[config.mk]
export PLATFORM = sky130hd
export DESIGN_NAME = obd_response_hex_matcher_core
export DESIGN_NICKNAME = d
export VERILOG_FILES = /design/src/hdl/ohm_pkg.sv /design/src/hdl/ohm_token.sv /design/src/hdl/ohm_match.sv /design/src/hdl/obd_response_hex_matcher_core.sv
export SDC_FILE = /design/constraint.sdc
export NUM_CORES = 1
export LEC_CHECK = 0
export ABC_AREA = 1
export BUFFER_PORTS_ARGS = -buffer_cell sky130_fd_sc_hd__buf_2
export CAP_MARGIN = 20
export CORE_UTILIZATION = 57
export CTS_CLUSTER_DIAMETER = 50
export DETAILED_ROUTE_END_ITERATION = 12
export PLACE_DENSITY = 0.84
export SETUP_SLACK_MARGIN = 0.4
export SYNTH_ARGS = -nofsm -noshare
export SYNTH_HDL_FRONTEND = slang
export SYNTH_SLANG_ARGS = --single-unit
[constraint.sdc]
create_clock -name i_clk -period 4.64 [get_ports i_clk]
set_input_delay 0.464 -clock i_clk [delete_from_list [all_inputs] [get_ports i_clk]]
set_output_delay 0.464 -clock i_clk [all_outputs]
set_load 0.005 [all_outputs]
[src/hdl/ohm_pkg.sv]
// Shared types, constants and the hex digit decoder for the OBD response matcher.
// Used by ohm_token, ohm_match and obd_response_hex_matcher_core.
package ohm_pkg;

    localparam int unsigned DATA_FIELDS     = 8;
    localparam int unsigned MAX_DATA_DEF    = 8;
    localparam int unsigned CFG_IDX_W       = 1;
    localparam int unsigned CFG_DATA_W      = 8;
    localparam int unsigned COUNT_W         = 4;
    localparam int unsigned OUT_TDATA_W     = 72;
    localparam logic [7:0]  RESPONSE_OFFSET = 8'h40;
    localparam logic [7:0]  MODE_RESET      = 8'h01;
    localparam logic [7:0]  PID_RESET       = 8'h0C;

    localparam logic [CFG_IDX_W-1:0] CFG_REQUEST_MODE = 1'b0;
    localparam logic [CFG_IDX_W-1:0] CFG_REQUEST_PID  = 1'b1;

    typedef struct packed {
        logic       step;
        logic       last;
        logic [7:0] text_char;
    } t_char_in;

    typedef struct packed {
        logic       step;
        logic       last;
        logic       has_byte;
        logic [7:0] value;
    } t_byte_evt;

    typedef struct packed {
        logic                             found;
        logic [COUNT_W-1:0]               byte_count;
        logic [DATA_FIELDS-1:0][7:0]      data;
    } t_result;

    typedef struct packed {
        logic       is_hex;
        logic [3:0] value;
    } t_digit;

    function automatic t_digit digit_of(input logic [7:0] c);
        t_digit d;
        d.is_hex = 1'b1;
        d.value  = 4'd0;
        if (c >= 8'h30 && c <= 8'h39) begin
            d.value = c[3:0];
        end else if ((c >= 8'h41 && c <= 8'h46) || (c >= 8'h61 && c <= 8'h66)) begin
            d.value = c[3:0] + 4'd9;
        end else begin
            d.is_hex = 1'b0;
        end
        return d;
    endfunction

endpackage

[src/hdl/ohm_token.sv]
// Hex tokenizer: gathers runs of hex digits and emits a byte for each
// two-digit token. Depends on ohm_pkg.
module ohm_token
    import ohm_pkg::*;
(
    input  logic      i_clk,
    input  logic      i_rst_n,
    input  t_char_in  i_char,
    output t_byte_evt o_evt
);

    logic [1:0] r_len, n_len;
    logic [7:0] r_val, n_val;
    t_digit     w_dig;
    logic [1:0] w_len_inc;
    logic [7:0] w_val_sh;

    always_comb begin
        w_dig     = digit_of(i_char.text_char);
        w_len_inc = (r_len == 2'd3) ? 2'd3 : r_len + 2'd1;
        w_val_sh  = {r_val[3:0], w_dig.value};
        n_len     = r_len;
        n_val     = r_val;
        o_evt.step     = i_char.step;
        o_evt.last     = i_char.last;
        o_evt.has_byte = 1'b0;
        o_evt.value    = r_val;
        if (i_char.step) begin
            if (w_dig.is_hex) begin
                n_len = w_len_inc;
                n_val = w_val_sh;
                if (i_char.last) begin
                    o_evt.has_byte = (w_len_inc == 2'd2);
                    o_evt.value    = w_val_sh;
                    n_len          = 2'd0;
                    n_val          = 8'd0;
                end
            end else begin
                // separator flushes; a second flush on the last item is empty
                o_evt.has_byte = (r_len == 2'd2);
                o_evt.value    = r_val;
                n_len          = 2'd0;
                n_val          = 8'd0;
            end
        end
    end

    always_ff @(posedge i_clk) begin
        if (!i_rst_n) begin
            r_len <= 2'd0;
            r_val <= 8'd0;
        end else begin
            r_len <= n_len;
            r_val <= n_val;
        end
    end

endmodule

[src/hdl/ohm_match.sv]
// Mode/PID pair search and data byte capture; builds the result on the last item.
// Depends on ohm_pkg.
module ohm_match
    import ohm_pkg::*;
#(
    parameter int unsigned MAX_DATA_BYTES = MAX_DATA_DEF
) (
    input  logic      i_clk,
    input  logic      i_rst_n,
    input  logic [7:0] i_request_mode,
    input  logic [7:0] i_request_pid,
    input  t_byte_evt i_evt,
    output t_result   o_result
);

    localparam int unsigned CAP = (MAX_DATA_BYTES < DATA_FIELDS) ? MAX_DATA_BYTES : DATA_FIELDS;
    localparam logic [COUNT_W-1:0] CAP_CNT = COUNT_W'(CAP);

    logic [7:0]         r_prev, n_prev;
    logic               r_prev_vld, n_prev_vld;
    logic               r_matched, n_matched;
    logic [COUNT_W-1:0] r_count, n_count;
    logic [7:0]         r_bytes [CAP];
    logic [7:0]         n_bytes [CAP];
    logic [7:0]         w_resp;

    always_comb begin
        w_resp     = i_request_mode + RESPONSE_OFFSET;
        n_prev     = r_prev;
        n_prev_vld = r_prev_vld;
        n_matched  = r_matched;
        n_count    = r_count;
        for (int k = 0; k < CAP; k++) begin
            n_bytes[k] = r_bytes[k];
        end
        if (i_evt.step && i_evt.has_byte) begin
            if (r_matched) begin
                if (r_count < CAP_CNT) begin
                    for (int k = 0; k < CAP; k++) begin
                        if (r_count == COUNT_W'(k)) begin
                            n_bytes[k] = i_evt.value;
                        end
                    end
                    n_count = r_count + COUNT_W'(1);
                end
            end else if (r_prev_vld && r_prev == w_resp && i_evt.value == i_request_pid) begin
                n_matched = 1'b1;
                n_count   = '0;
            end else begin
                n_prev     = i_evt.value;
                n_prev_vld = 1'b1;
            end
        end

        o_result.found      = n_matched;
        o_result.byte_count = n_matched ? n_count : '0;
        for (int k = 0; k < DATA_FIELDS; k++) begin
            o_result.data[k] = 8'd0;
        end
        for (int k = 0; k < CAP; k++) begin
            if (n_matched && COUNT_W'(k) < n_count) begin
                o_result.data[k] = n_bytes[k];
            end
        end
    end

    always_ff @(posedge i_clk) begin
        if (!i_rst_n) begin
            r_prev_vld <= 1'b0;
            r_matched  <= 1'b0;
            r_count    <= '0;
        end else if (i_evt.step && i_evt.last) begin
            r_prev_vld <= 1'b0;
            r_matched  <= 1'b0;
            r_count    <= '0;
        end else begin
            r_prev_vld <= n_prev_vld;
            r_matched  <= n_matched;
            r_count    <= n_count;
        end
    end

    always_ff @(posedge i_clk) begin
        r_prev <= n_prev;
        for (int k = 0; k < CAP; k++) begin
            r_bytes[k] <= n_bytes[k];
        end
    end

endmodule

[src/hdl/obd_response_hex_matcher_core.sv]
// OBD mode/PID response matcher, top level: input register, tokenizer,
// matcher and result register. Depends on ohm_pkg, ohm_token, ohm_match.
//
// Usage: reply text enters one character per item on the s_axis channel,
// tlast marking the final character. One result item leaves on m_axis for
// each reply, carrying found, byte count and eight data bytes.
// Configuration (request mode, request PID) is written through i_cfg_*; the user must
// write it only while no reply is in flight, as the block does not enforce this. Writes take effect at once.
// Throughput: one character per cycle, except that a final character holds while a
// result is still pending on a stalled m_axis. The final character passes through
// the input register, then the result register is loaded from the combinational token/match logic.
// When m_axis stalls, characters keep flowing until a second final character
// reaches the input register; it then holds and s_axis tready drops until
// the pending result is taken.
// Reset clears token, match state and both valid flags, and restores the
// request mode to 0x01 and the request PID to 0x0C.
module obd_response_hex_matcher_core
    import ohm_pkg::*;
#(
    parameter int unsigned MAX_DATA_BYTES = MAX_DATA_DEF
) (
    input  logic                   i_clk,
    input  logic                   i_rst_n,
    input  logic                   i_s_axis_tvalid,
    output logic                   o_s_axis_tready,
    input  logic [7:0]             i_s_axis_tdata,  // text_char
    input  logic                   i_s_axis_tlast,  // end_of_text
    output logic                   o_m_axis_tvalid,
    input  logic                   i_m_axis_tready,
    // found, byte_count[3:0], data_0 .. data_7, zero pad
    output logic [OUT_TDATA_W-1:0] o_m_axis_tdata,
    input  logic                   i_cfg_we,
    input  logic [CFG_IDX_W-1:0]   i_cfg_index,
    input  logic [CFG_DATA_W-1:0]  i_cfg_data
);

    logic       r_in_vld;
    logic       r_in_last;
    logic [7:0] r_in_char;
    logic       w_adv;
    logic       r_out_vld;
    t_result    r_out;
    logic [7:0] r_request_mode;
    logic [7:0] r_request_pid;
    t_char_in   w_char;
    t_byte_evt  w_evt;
    t_result    w_result;

    assign w_adv           = r_in_vld && (!r_in_last || !r_out_vld || i_m_axis_tready);
    assign o_s_axis_tready = !r_in_vld || w_adv;

    always_ff @(posedge i_clk) begin
        if (!i_rst_n) begin
            r_request_mode <= MODE_RESET;
            r_request_pid  <= PID_RESET;
        end else if (i_cfg_we) begin
            unique case (i_cfg_index)
                CFG_REQUEST_MODE: r_request_mode <= i_cfg_data;
                CFG_REQUEST_PID:  r_request_pid  <= i_cfg_data;
                default: ;
            endcase
        end
    end

    always_ff @(posedge i_clk) begin
        if (!i_rst_n) begin
            r_in_vld <= 1'b0;
        end else if (o_s_axis_tready) begin
            r_in_vld <= i_s_axis_tvalid;
        end
    end

    always_ff @(posedge i_clk) begin
        if (o_s_axis_tready && i_s_axis_tvalid) begin
            r_in_char <= i_s_axis_tdata;
            r_in_last <= i_s_axis_tlast;
        end
    end

    assign w_char.step      = w_adv;
    assign w_char.last      = r_in_last;
    assign w_char.text_char = r_in_char;

    ohm_token u_token (
        .i_clk   (i_clk),
        .i_rst_n (i_rst_n),
        .i_char  (w_char),
        .o_evt   (w_evt)
    );

    ohm_match #(
        .MAX_DATA_BYTES (MAX_DATA_BYTES)
    ) u_match (
        .i_clk          (i_clk),
        .i_rst_n        (i_rst_n),
        .i_request_mode (r_request_mode),
        .i_request_pid  (r_request_pid),
        .i_evt          (w_evt),
        .o_result       (w_result)
    );

    always_ff @(posedge i_clk) begin
        if (!i_rst_n) begin
            r_out_vld <= 1'b0;
        end else if (w_adv && r_in_last) begin
            r_out_vld <= 1'b1;
        end else if (i_m_axis_tready) begin
            r_out_vld <= 1'b0;
        end
    end

    always_ff @(posedge i_clk) begin
        if (w_adv && r_in_last) begin
            r_out <= w_result;
        end
    end

    assign o_m_axis_tvalid = r_out_vld;
    assign o_m_axis_tdata  = {3'b000, r_out.data, r_out.byte_count, r_out.found};

    a_no_data_without_found: assert property (@(posedge i_clk) disable iff (!i_rst_n)
        (r_out_vld && !r_out.found) |-> (r_out.byte_count == '0 && r_out.data == '0))
        else $error("data or count set without found");

    a_count_limit: assert property (@(posedge i_clk) disable iff (!i_rst_n)
        r_out_vld |-> (r_out.byte_count <= COUNT_W'(DATA_FIELDS)))
        else $error("byte count above data fields");

    a_hold_last_on_stall: assert property (@(posedge i_clk) disable iff (!i_rst_n)
        (r_in_vld && r_in_last && r_out_vld && !i_m_axis_tready) |-> !o_s_axis_tready)
        else $error("final item advanced over a pending result");

    a_result_after_last: assert property (@(posedge i_clk) disable iff (!i_rst_n)
        (w_adv && r_in_last) |=> r_out_vld)
        else $error("final item produced no result");

endmodule

## Word level (Yosys, flattened, before mapping)

Memory sizes are Yosys's and may differ from the RTL's.
Cells that the tools add are included.

| storage, ports and cells | value |
|---|---|
| memories kept | 1 |
| word-level logic and storage cells | 120 |
| input port bits | 23 |
| register bits | 120 |
| bits in latches | 0 |
| RAM bits | 64 |
| output and inout bits | 74 |
| ROM bits | 0 |

| cells by class | value |
|---|---|
| $mul | 0 |
| $lt $le $gt $ge | 15 |
| bitwise operators | 4 |
| equal/unequal tests | 12 |
| reduce and logical (&&, ||, !) cells | 30 |
| div/mod/pow operators | 0 |
| mux-type cells | 32 |
| $add $sub $neg | 4 |
| shifts and indexed selects | 0 |

Memories:

| memory | words | width | rd ports | clocked after Yosys merged registers in | wr ports | line | source |
|---|---|---|---|---|---|---|---|
| u_match.r_bytes | 8 | 8 | 8 | 0 | 8 | ohm_match.sv:23 | `logic [7:0] r_bytes [CAP];` |

Operators by type and width:

| operator | number |
|---|---|
| 64-bit 2-to-1 mux | 3 |
| 8-bit 2-to-1 mux | 10 |
| 9-bit 2-to-1 mux | 3 |
| 4-bit 2-to-1 mux | 6 |
| 1-bit logical AND | 17 |
| 4-bit by 3-bit equality test with 1-bit output (second input constant) | 4 |
| 8-bit equality test | 2 |
| 8-bit by 7-bit greater-or-equal comparator with 1-bit output (second input constant) | 2 |
| 8-bit by 7-bit less-or-equal comparator with 1-bit output (second input constant) | 2 |
| 3-bit by 4-bit less-than comparator with 1-bit output (first input constant) | 4 |
| 8-bit by 7-bit adder with 8-bit output (second input constant) | 1 |
| 4-bit by 2-bit equality test with 1-bit output (second input constant) | 2 |
| 8-bit by 6-bit greater-or-equal comparator with 1-bit output (second input constant) | 1 |
| 8-bit by 6-bit less-or-equal comparator with 1-bit output (second input constant) | 1 |
| 1-bit by 4-bit less-than comparator with 1-bit output (first input constant) | 2 |
| 2-bit by 4-bit less-than comparator with 1-bit output (first input constant) | 2 |
| 1-bit 2-to-1 mux | 7 |
| 2-bit equality test (second input constant) | 3 |
| 2-bit 2-to-1 mux | 3 |
| 4-bit by 1-bit adder with 4-bit output (second input constant) | 1 |
| 4-bit adder (second input constant) | 1 |
| 4-bit by 1-bit equality test with 1-bit output (second input constant) | 1 |
| 4-bit logical NOT | 1 |
| 1-bit logical OR | 4 |
| other kinds (8) | 14 |

## Logic depth before layout (Yosys ltp)

Gate-level depths: netlist of run 1.

| logic depth | value |
|---|---|
| depth in word-level cells | 15 |
| depth in mapped cells | 23 |
| mapped depth without buffers | 22 |

## By module

From an unflattened synthesis of run 1, not the netlist that was laid out.

| second synthesis, totals | value |
|---|---|
| cell total of the unflattened synthesis | 799 |
| area total of the unflattened synthesis | 7458.4 um^2 |

Modules (own cells, without submodules):

| module | instances | cells an instance | seq. area each (um^2) | area each (um^2) |
|---|---|---|---|---|
| ohm_match | 1 | 514 | 1641.6 | 3656.0 |
| obd_response_hex_matcher_core | 1 | 170 | 2702.6 | 3050.4 |
| ohm_token | 1 | 115 | 200.2 | 752.0 |

## Worst setup path after synthesis of run 1

Ideal clock, no wire load.

| timing path | value |
|---|---|
| kind | input to register |
| from | input i_m_axis_tready |
| to | register r_out (netlist bit o_m_axis_tdata[25]) (data pin) |
| data required time | 4.375 ns |
| arrival time | 3.139 ns |
| slack | 1.235 ns |
| library setup time | 0.265 ns |
| buffers on the path | 3 |
| cell stages on the path | 20 |
| path through | inv_1 nand2_1 nand3_1 inv_2 nand2_2 buf_6 nand2_2 nand2_2 nand2_1 nand2_1 nor2_2 nand2_1 nor2_1 nand4_1 nand2_2 buf_6 nand3_2 nand2_2 buf_4 a21boi_1 |

RTL lines:

| what | line | source |
|---|---|---|
| from (decl) | obd_response_hex_matcher_core.sv:29 | `input logic i_m_axis_tready,` |
| to (signal assigned) | obd_response_hex_matcher_core.sv:114 | `r_out <= w_result;` |
| to (decl) | obd_response_hex_matcher_core.sv:42 | `t_result r_out;` |

==> impl_metrics.toml, run 1 <==
[cells_and_area]
drive_gt1_share_pct = 19.1
fillers = 977
nets = 946
multi_input_area_mm2 = 0.00231
seq_area_mm2 = 0.00454
diodes = 0
synthToLayoutAreaGrowth_pct = 15.4
fin_util_pct = 68.3

[logic_synthesis]
synth_xor_area_share_pct = 0.579
ys_warn_count = 0
ys_types = 40
synth_most_common_cell = "nand2_1"
synth_mux_area_share_pct = 0
synth_top_family_by_area = "simple AND/OR/NAND/NOR gates"
syn_avg_cell_area_um2 = 9.24
synth_compound_area_share_pct = 10.3
synth-edff-count = 86
synthFlopType = "dfxtp_1"
seq_area_frac_synth_pct = 60.1
synth_top_area_cell = "edfxtp_1"
async_flop_share_pct = 0
synth_fa_ha_area_share_pct = 1.16
synth_area_leaders = "edfxtp_1, dfxtp_1, nand2_1, inv_1, o21ai_0"
yosys.area.top_type_share_pct = 34.1
netlist_top_cells_count = "nand2_1, inv_1, dfxtp_1"
syn_area_mm2 = 0.00756
yosys_register_bits = 184
synth-simple-area-share_pct = 18.4
netlist_instances = 818

[global_routing]
grt_pass1_vias = 4830
grt_usage_pct = 23.4
grt-ovfl-total = 0
grt_pass1_wl_um = 23600
grt_max_degree = 40
antenna_found_initial = 0

[route]
routedWlPerCell_um = 13.5
drt_iter0_drc = 369
avgViaCountPerCell = 5.02
drt_wl_total_um = 14900
drc_errors = 0
firstDrtPassIters = 6
ant_nets = 0
vias = 5522

[die]
row_count = 41
die_w_um = 117
die_h_um = 117
coreArea_mm2 = 0.0128
start_util_pct = 59.2
ios = 97
dieArea_mm2 = 0.0137

[timing]
finalCritPeriodShare_pct = 79.4
fmax_ghz = 0.271
finalSetupViolations = 0
hold_violations = 0
worstMarginPinSlew_ns = 0.754
slew-limit-headroom_pct = 49.6
drv_slew = 0
rsz0062_at_grt = "false"
timing.final.crit_period_ns = 3.68
tns_ns = 0
holdWs_ns = 0.214
skew_ns = 0.0100

[clock_tree]
postCtsSetupBuffers = 0
cts_resized = 0
cts_sinks = 184
htree_levels = 4
ctsLongestPathBuffers = 2
cts_root_buffer = "clkbuf_16"
clkTransAtPathRegs_ns = 0.06
ctsHoldBuffers = 0
clk_latency_ns = 0.43
cts_tree = "built"
cts_made_buffers = 17

[pwr]
power.leakage_nw = 4.01
power_mw = 3.18
max-vdd-ir-drop_mv = 0.248
p_per_area_mw_per_mm2 = 364

[placement]
gp_congestion = 0.906
numPortBuffers = 93
dpl.hpwl_um = 9860

[run_status]
status = "complete, no violations"

[worst_setup_path]
cp.required_ns = 4.79
end_kind = "flop"
crit_fanout = 24
cp-start-kind = "flop"
cp_data_arrival_time_ns = 3.84
path_class = "flop to flop"

[job]
cap_violations = 0

[min_path]
min_path_type = "input pin to flop"
## area by class of cell
cell class | count | area share (%)
Clock inverter | 11 | 1.10
Inverter | 161 | 6.92
Multi-Input combinational cell | 455 | 26.5
Sequential cell | 184 | 52.1
Clock buffer | 21 | 5.28
Timing Repair Buffer | 97 | 5.68
Tap cell | 172 | 2.47
## through the flow
stage / area (um^2) / setup slack [ns] / instances
after global placement: 8170 / 1.16 / 1069
after floorplan: 7570 / 1.24 / 820
after global routing: 8730 / 0.573 / 1101
final: 8730 / 0.956 / 1101
after detailed placement: 8170 / 0.993 / 1069
after CTS: 8730 / 0.983 / 1101
## cells in the final DEF, fill, tap and decap left out, types with 20 or more instances in the layout
master | netlist | routed
a21oi_1 | 34 | 34
nor2_1 | 59 | 59
nand2_1 | 165 | 165
inv_1 | 154 | 154
nand3_1 | 22 | 22
nor2_2 | 20 | 20
buf_2 | 1 | 93
edfxtp_1 | 86 | 86
dfxtp_1 | 98 | 98
o21ai_0 | 73 | 73
## worst paths after layout
check / startpoint / to / slack, ns / depth (start not counted)
worst max-delay path: r_in_char[0] / o_m_axis_tdata[23] / 0.96 / 19
worst min-delay path: i_s_axis_tdata[5] / r_in_char[5] / 0.21 / 1
worst max register to register: r_in_char[0] / o_m_axis_tdata[23] / 0.96 / 19
worst min register to register: u_match.r_bytes[3][14] / u_match.r_bytes[3][14] / 0.46 / 1
## registers in the layout, summed over array words and instances (netlist names)
register            cells
u_token.r_val           8
u_match.r_bytes        64
u_match.r_prev_vld      1
r_request_mode          8
r_in_vld                1
u_match.r_matched       1
r_in_last               1
r_request_pid           8
o_m_axis_tdata         69
u_match.r_prev          8
u_token.r_len           2
u_match.r_count         4
o_m_axis_tvalid         1
r_in_char               8
## worst max-delay path: stages, from the launching register on
cell      delay (ns)
edfxtp_1        0.46
inv_1           0.09
ha_1            0.17
o21ai_1         0.07
nand2_1         0.11
nand2_2         0.15
nand2_4         0.16
nand2_2         0.16
nand2_1         0.12
nand2_1         0.28
nand2_1         0.14
nand2_1         0.05
nor2_1          0.14
nand2_1         0.07
nor2_1          0.13
nand4_1         0.12
nand2_2         0.29
nand3_2         0.14
nand2_2         0.38
a21boi_0        0.18
## kinds of logic after synthesis
logic type	Yosys count
flip-flops	184
other	1
AO/OA/AOI/OAI	136
adder cells (fa/ha/maj)	7
buffers and inverters	181
XOR/XNOR	5
AND/OR/NAND/NOR	304
## metal layers
layer	vias up	track usage (%)	wire length [um]
met5	-	0	0
met4	0	12.8	507
met3	41	4.69	820
met2	200	37.9	7000
met1	2484	29.7	6550
li1	2797	-	-
## where the power goes
group / total, mW / leakage (nW) / internal (mW) / switching [mW]
Combinational: 0.0972 / 2.11 / 0.0342 / 0.0629
Sequential: 1.73 / 1.61 / 1.72 / 0.0140
Clock: 1.35 / 0.282 / 0.768 / 0.581
No activity file was read; power rests on OpenSTA's default activity.
==> inputs of run 2 (changes only) <==
- CORE_UTILIZATION: 57 -> 52
- PLACE_DENSITY: 0.84 -> 0.81
- clock period: 4.64 -> 3.3 ns (I/O delays scaled with it)
==> impl_metrics.toml, run 2 (synthesized netlist as in run 1, its figures left out) <==
[worst_setup_path]
crit_fanout = 9
end_kind = "flop"
crit_start = "r_in_char[0]"
cp_data_arrival_time_ns = 3.12
r2r_start = "r_in_char[0]"
cp-start-kind = "flop"
cp.required_ns = 3.46
path_class = "flop to flop"

[global_routing]
grt_pass1_wl_um = 25600
grt_pass1_vias = 5341
antenna_found_initial = 0
globalRouteMet1Util_pct = 27.8
top_usage_layer = "met2"
grt_use_met3_pct = 5.20
use_met2_pct = 38.1
grt_max_degree = 33
grt_usage_pct = 22.4
grt-ovfl-total = 0

[route]
drc_errors = 0
drt_wl_total_um = 16300
avgViaCountPerCell = 5.04
routedWlPerCell_um = 14.3
ant_nets = 0
firstDrtPassIters = 7
vias = 5716
drt_iter0_drc = 443

[timing]
holdWs_ns = 0.0836
timing.final.crit_period_ns = 2.97
tns_ns = 0
finalCritPeriodShare_pct = 89.9
hold_violations = 0
finalSetupViolations = 0
rsz0062_at_grt = "true"
drv_slew = 0
skew_ns = 0.0108
fmax_ghz = 0.337

[pwr]
switchingPower_uw = 968
max-vdd-ir-drop_mv = 0.630
sw_frac_of_total_pct = 22.0
seqPwrFrac_pct = 55.3
p_per_area_mw_per_mm2 = 481
p_comb_share_pct = 3.5
clkPwrFrac_pct = 41.1
power.leakage_nw = 4.17
intPower_mw = 3.44
power_mw = 4.41

[clock_tree]
cts_sinks = 184
cts_made_buffers = 17
clk_latency_ns = 0.42
cts_tree = "built"
ctsLongestPathBuffers = 2
ctsHoldBuffers = 0
htree_levels = 4
clkTransAtPathRegs_ns = 0.07
cts_root_buffer = "clkbuf_16"

[die]
die_h_um = 123
die_w_um = 123
coreArea_mm2 = 0.0140
dieArea_mm2 = 0.0150
start_util_pct = 53.9
ios = 97
row_count = 43

[cells_and_area]
largest_register_ffs = 69
diodes = 0
layout_common_cells = "inv_1, nand2_1, dfxtp_1"
mostFrequentLayoutCell = "inv_1"
synthToLayoutAreaGrowth_pct = 21.2
fillers = 1062
nets = 971
drive_gt1_share_pct = 25.7

[run_status]
status = "complete, no violations"

[job]
cap_violations = 0

[min_path]
hold_start = "i_s_axis_tdata[1]"
min_path_type = "input pin to flop"

[placement]
dpl.hpwl_um = 10500
numPortBuffers = 93
gp_congestion = 0.951
[run 2: cell count changes in the layout (fill, tap and decap cells not counted), sizes merged]
cell,delta
buf,+25
bufinv,-1
clkbuf,-3
clkinv,+2
clkinvlp,+2
[run 2: cell type report]
| cell class | count | area [um^2] | share of cell area, % |
|---|---|---|---|
| flip-flops and latches | 184 | 4540 | 49.6 |
| multi-input cells | 455 | 2530 | 27.6 |
| repair buffers | 122 | 724 | 7.91 |
| inverters | 161 | 612 | 6.68 |
| clock buffers | 18 | 429 | 4.68 |
| well taps | 180 | 225 | 2.46 |
| clock inverters | 14 | 98.8 | 1.08 |
[run 2: what timing repair did]
item                                    4_1_cts  5_1_grt
endpoints found under the setup margin       91      105
pin swaps                                    21       24
gates resized for setup                      40       38
setup buffers                                11        5
endpoints found under the hold margin         0        0
[run 2: worst max-delay path, cell delays in order, from the launching register on]
cell,delay (ns)
edfxtp_1,0.42
inv_1,0.08
ha_2,0.18
o21ai_2,0.06
nand2_2,0.10
nand2_4,0.11
a21oi_4,0.31
nand2_2,0.10
nand3b_1,0.09
nand2_1,0.06
nor2_2,0.15
nand4_2,0.17
nand2_2,0.12
nand2_2,0.10
nand2_2,0.12
nand2_4,0.09
nand2_1,0.29
a21oi_1,0.15
[run 2: power by group through the flow]
stage,Combinational (mW),Clock (mW),Sequential (mW)
6_report,0.156,1.81,2.44
5_1_grt,0.175,1.94,2.44
4_1_cts,0.154,1.84,2.44
3_5_place_dp,0.141,0,2.49
3_3_place_gp,0.137,0,2.49
2_1_floorplan,0.0813,0,2.49
[run 2: per-stage QoR]
step	cell area, um^2	worst slack [ns]	cells	util, %
3_5_place_dp	8270	0.0553	1086	58.9
6_report	9160	0.335	1134	65.3
4_1_cts	9020	0.403	1129	64.2
5_1_grt	9160	0.153	1134	65.3
2_1_floorplan	7570	0.418	820	-
3_3_place_gp	8270	0.184	1086	58.9
[run 2: final timing paths]
path                                  to  slack, ns  depth (start not counted)
setup / recovery      o_m_axis_tdata[15]       0.33                         17
hold / removal              r_in_char[1]       0.08                          1
setup reg to reg      o_m_axis_tdata[15]       0.33                         17
hold reg to reg   u_match.r_bytes[3][13]       0.46                          1
[run 2: per-layer routing]
layer,routed length (um),share of wire [%]
met5,0,0
met4,440,2.7
met3,774,4.8
met2,8040,49
met1,7000,43
==> inputs of run 3 (changes only) <==
- CORE_UTILIZATION: 52 -> 30
- PLACE_DENSITY: 0.81 -> 0.54
==> impl_metrics.toml, run 3 (synthesized netlist as in run 1, its figures left out) <==
[clock_tree]
clk_latency_ns = 0.44
cts_sinks = 184
cts_made_buffers = 17
ctsHoldBuffers = 0
cts_root_buffer = "clkbuf_16"
clkTransAtPathRegs_ns = 0.07
ctsLongestPathBuffers = 2
cts_tree = "built"
htree_levels = 4

[worst_setup_path]
cpPeakStageDelay_ns = 0.41
crit_top_cell = "nand2_2"
r2r_start = "r_in_char[0]"
reg2reg_depth = 18
critical_path.slowest_cell = "edfxtp_1"
r2r-end = "o_m_axis_tdata[15]"
cp_data_arrival_time_ns = 3.17
cp.required_ns = 3.48
path_class = "flop to flop"
crit_fanout = 8
timing.reg2reg.setup_slack_ns = 0.31
critPathTopFamily = "simple AND/OR/NAND/NOR gates"
path_cells = "inv_1, ha_2, o21ai_2, nand2_2, nand2_4, a21oi_4, nand2_2, nand3b_1, nand2_2, nor2_4, nand2_2, nor2_4, nand4_1, nand2_2, nand3_4, nand2_4, clkbuf_16, a21oi_1"
path_buf_inv = 2
cp-start-kind = "flop"
end_kind = "flop"

[global_routing]
grt-ovfl-total = 0
grt_max_degree = 62
grt_usage_pct = 13.6
grt_pass1_wl_um = 26700
antenna_found_initial = 0
grt_pass1_vias = 5110

[min_path]
worstHoldEndpoint = "r_in_char[6]"
min_path_type = "input pin to flop"
hold_start = "i_s_axis_tdata[6]"
min_path_cells = 1

[job]
cap_violations = 0

[pwr]
power.leakage_nw = 4.24
power_mw = 4.66
p_per_area_mw_per_mm2 = 483
max-vdd-ir-drop_mv = 0.308

[route]
vias = 5381
drt_iter0_drc = 222
drc_errors = 0
firstDrtPassIters = 4
routedWlPerCell_um = 13.3
ant_nets = 0
drt_wl_total_um = 17100
avgViaCountPerCell = 4.19

[die]
dieArea_mm2 = 0.0258
coreArea_mm2 = 0.0245
start_util_pct = 30.8
die_w_um = 161
ios = 97
die_h_um = 161
row_count = 57

[timing]
slew-limit-headroom_pct = 45.0
timing.final.crit_period_ns = 2.99
rsz0062_at_grt = "true"
finalCritPeriodShare_pct = 90.5
hold_violations = 0
skew_ns = 0.0129
holdWs_ns = 0.0695
tns_ns = 0
fmax_ghz = 0.335
finalSetupViolations = 0
worstMarginPinSlew_ns = 0.825
drv_slew = 0

[cells_and_area]
drive_gt1_share_pct = 28.7
stdcell_count = 1284
fin_util_pct = 39.3
layout_common_cells = "inv_1, nand2_1, dfxtp_1"
synthToLayoutAreaGrowth_pct = 27.6
mostFrequentLayoutCell = "inv_1"
largest_register_ffs = 69
diodes = 0
nets = 978

[placement]
dpl.hpwl_um = 11300
dp_cells = 1232
numPortBuffers = 93
gp_congestion = 0.839

[run_status]
status = "complete, no violations"
-- run 3: cell count changes in the layout (fill, tap and decap cells not counted), sizes merged --
cell / previous run / this run
inv: 161 / 164
nand2: 181 / 182
clkinv: 12 / 7
clkinvlp: 2 / 0
bufinv: 0 / 1
clkbuf: 18 / 21
buf: 122 / 127
-- run 3: worst register-to-register path, stage by stage, from the launching register on --
cell and delay, ns:
edfxtp_1 0.41, inv_1 0.08, ha_2 0.19, o21ai_2 0.06, nand2_2 0.10, nand2_4 0.11
a21oi_4 0.31, nand2_2 0.11, nand3b_1 0.11, nand2_2 0.07, nor2_4 0.17, nand2_2 0.09
nor2_4 0.11, nand4_1 0.12, nand2_2 0.21, nand3_4 0.11, nand2_4 0.13, clkbuf_16 0.18
a21oi_1 0.08
-- run 3: cell type report --
cell class	count	area, um^2
clock buffers	20	468
clock inverters	11	129
multi-input cells	456	2710
flip-flops and latches	184	4540
fillers	2417	14900
well taps	324	405
inverters	161	614
repair buffers	128	782
-- run 3: worst max path at each step --
stage	cells after the start	slack (ns)	startpoint	endpoint
2_1_floorplan	20	0.42	i_m_axis_tready	o_m_axis_tdata[25]
3_3_place_gp	19	0.1	r_in_char[0]	o_m_axis_tdata[9]
3_5_place_dp	19	-0.01	r_in_char[0]	o_m_axis_tdata[59]
4_1_cts	12	0.38	r_in_char[0]	o_m_axis_tdata[9]
5_1_grt	22	0.14	r_in_char[0]	o_m_axis_tdata[50]
6_report	18	0.31	r_in_char[0]	o_m_axis_tdata[15]
-- run 3: what timing repair did --
item	CTS	global route
gates cloned	1	1
buffers inserted	6	13
resized for setup	38	77
setup endpoints to repair	101	99
pin swaps	13	26
-- run 3: through the flow --
stage / cell area (um^2) / worst slack [ns]
5_1_grt: 9650 / 0.141
3_5_place_dp: 8450 / -0.0108
3_3_place_gp: 8450 / 0.0970
6_report: 9650 / 0.314
2_1_floorplan: 7570 / 0.418
4_1_cts: 9240 / 0.378
-- run 3: routing by layer --
layer  track usage (%)  wire, um  vias up
li1                  -         -     2847
met1              17.9      8220     2414
met2              22.0      7970       98
met3              3.13       588       22
met4              4.93       282        0
met5                 0         0        -
-- run 3: report_power, final --
| group | total, mW | internal [mW] | leakage, nW | switching, mW |
|---|---|---|---|---|
| Combinational | 0.164 | 0.0589 | 2.35 | 0.105 |
| Clock | 2.06 | 1.13 | 0.296 | 0.927 |
| Sequential | 2.44 | 2.42 | 1.60 | 0.0204 |
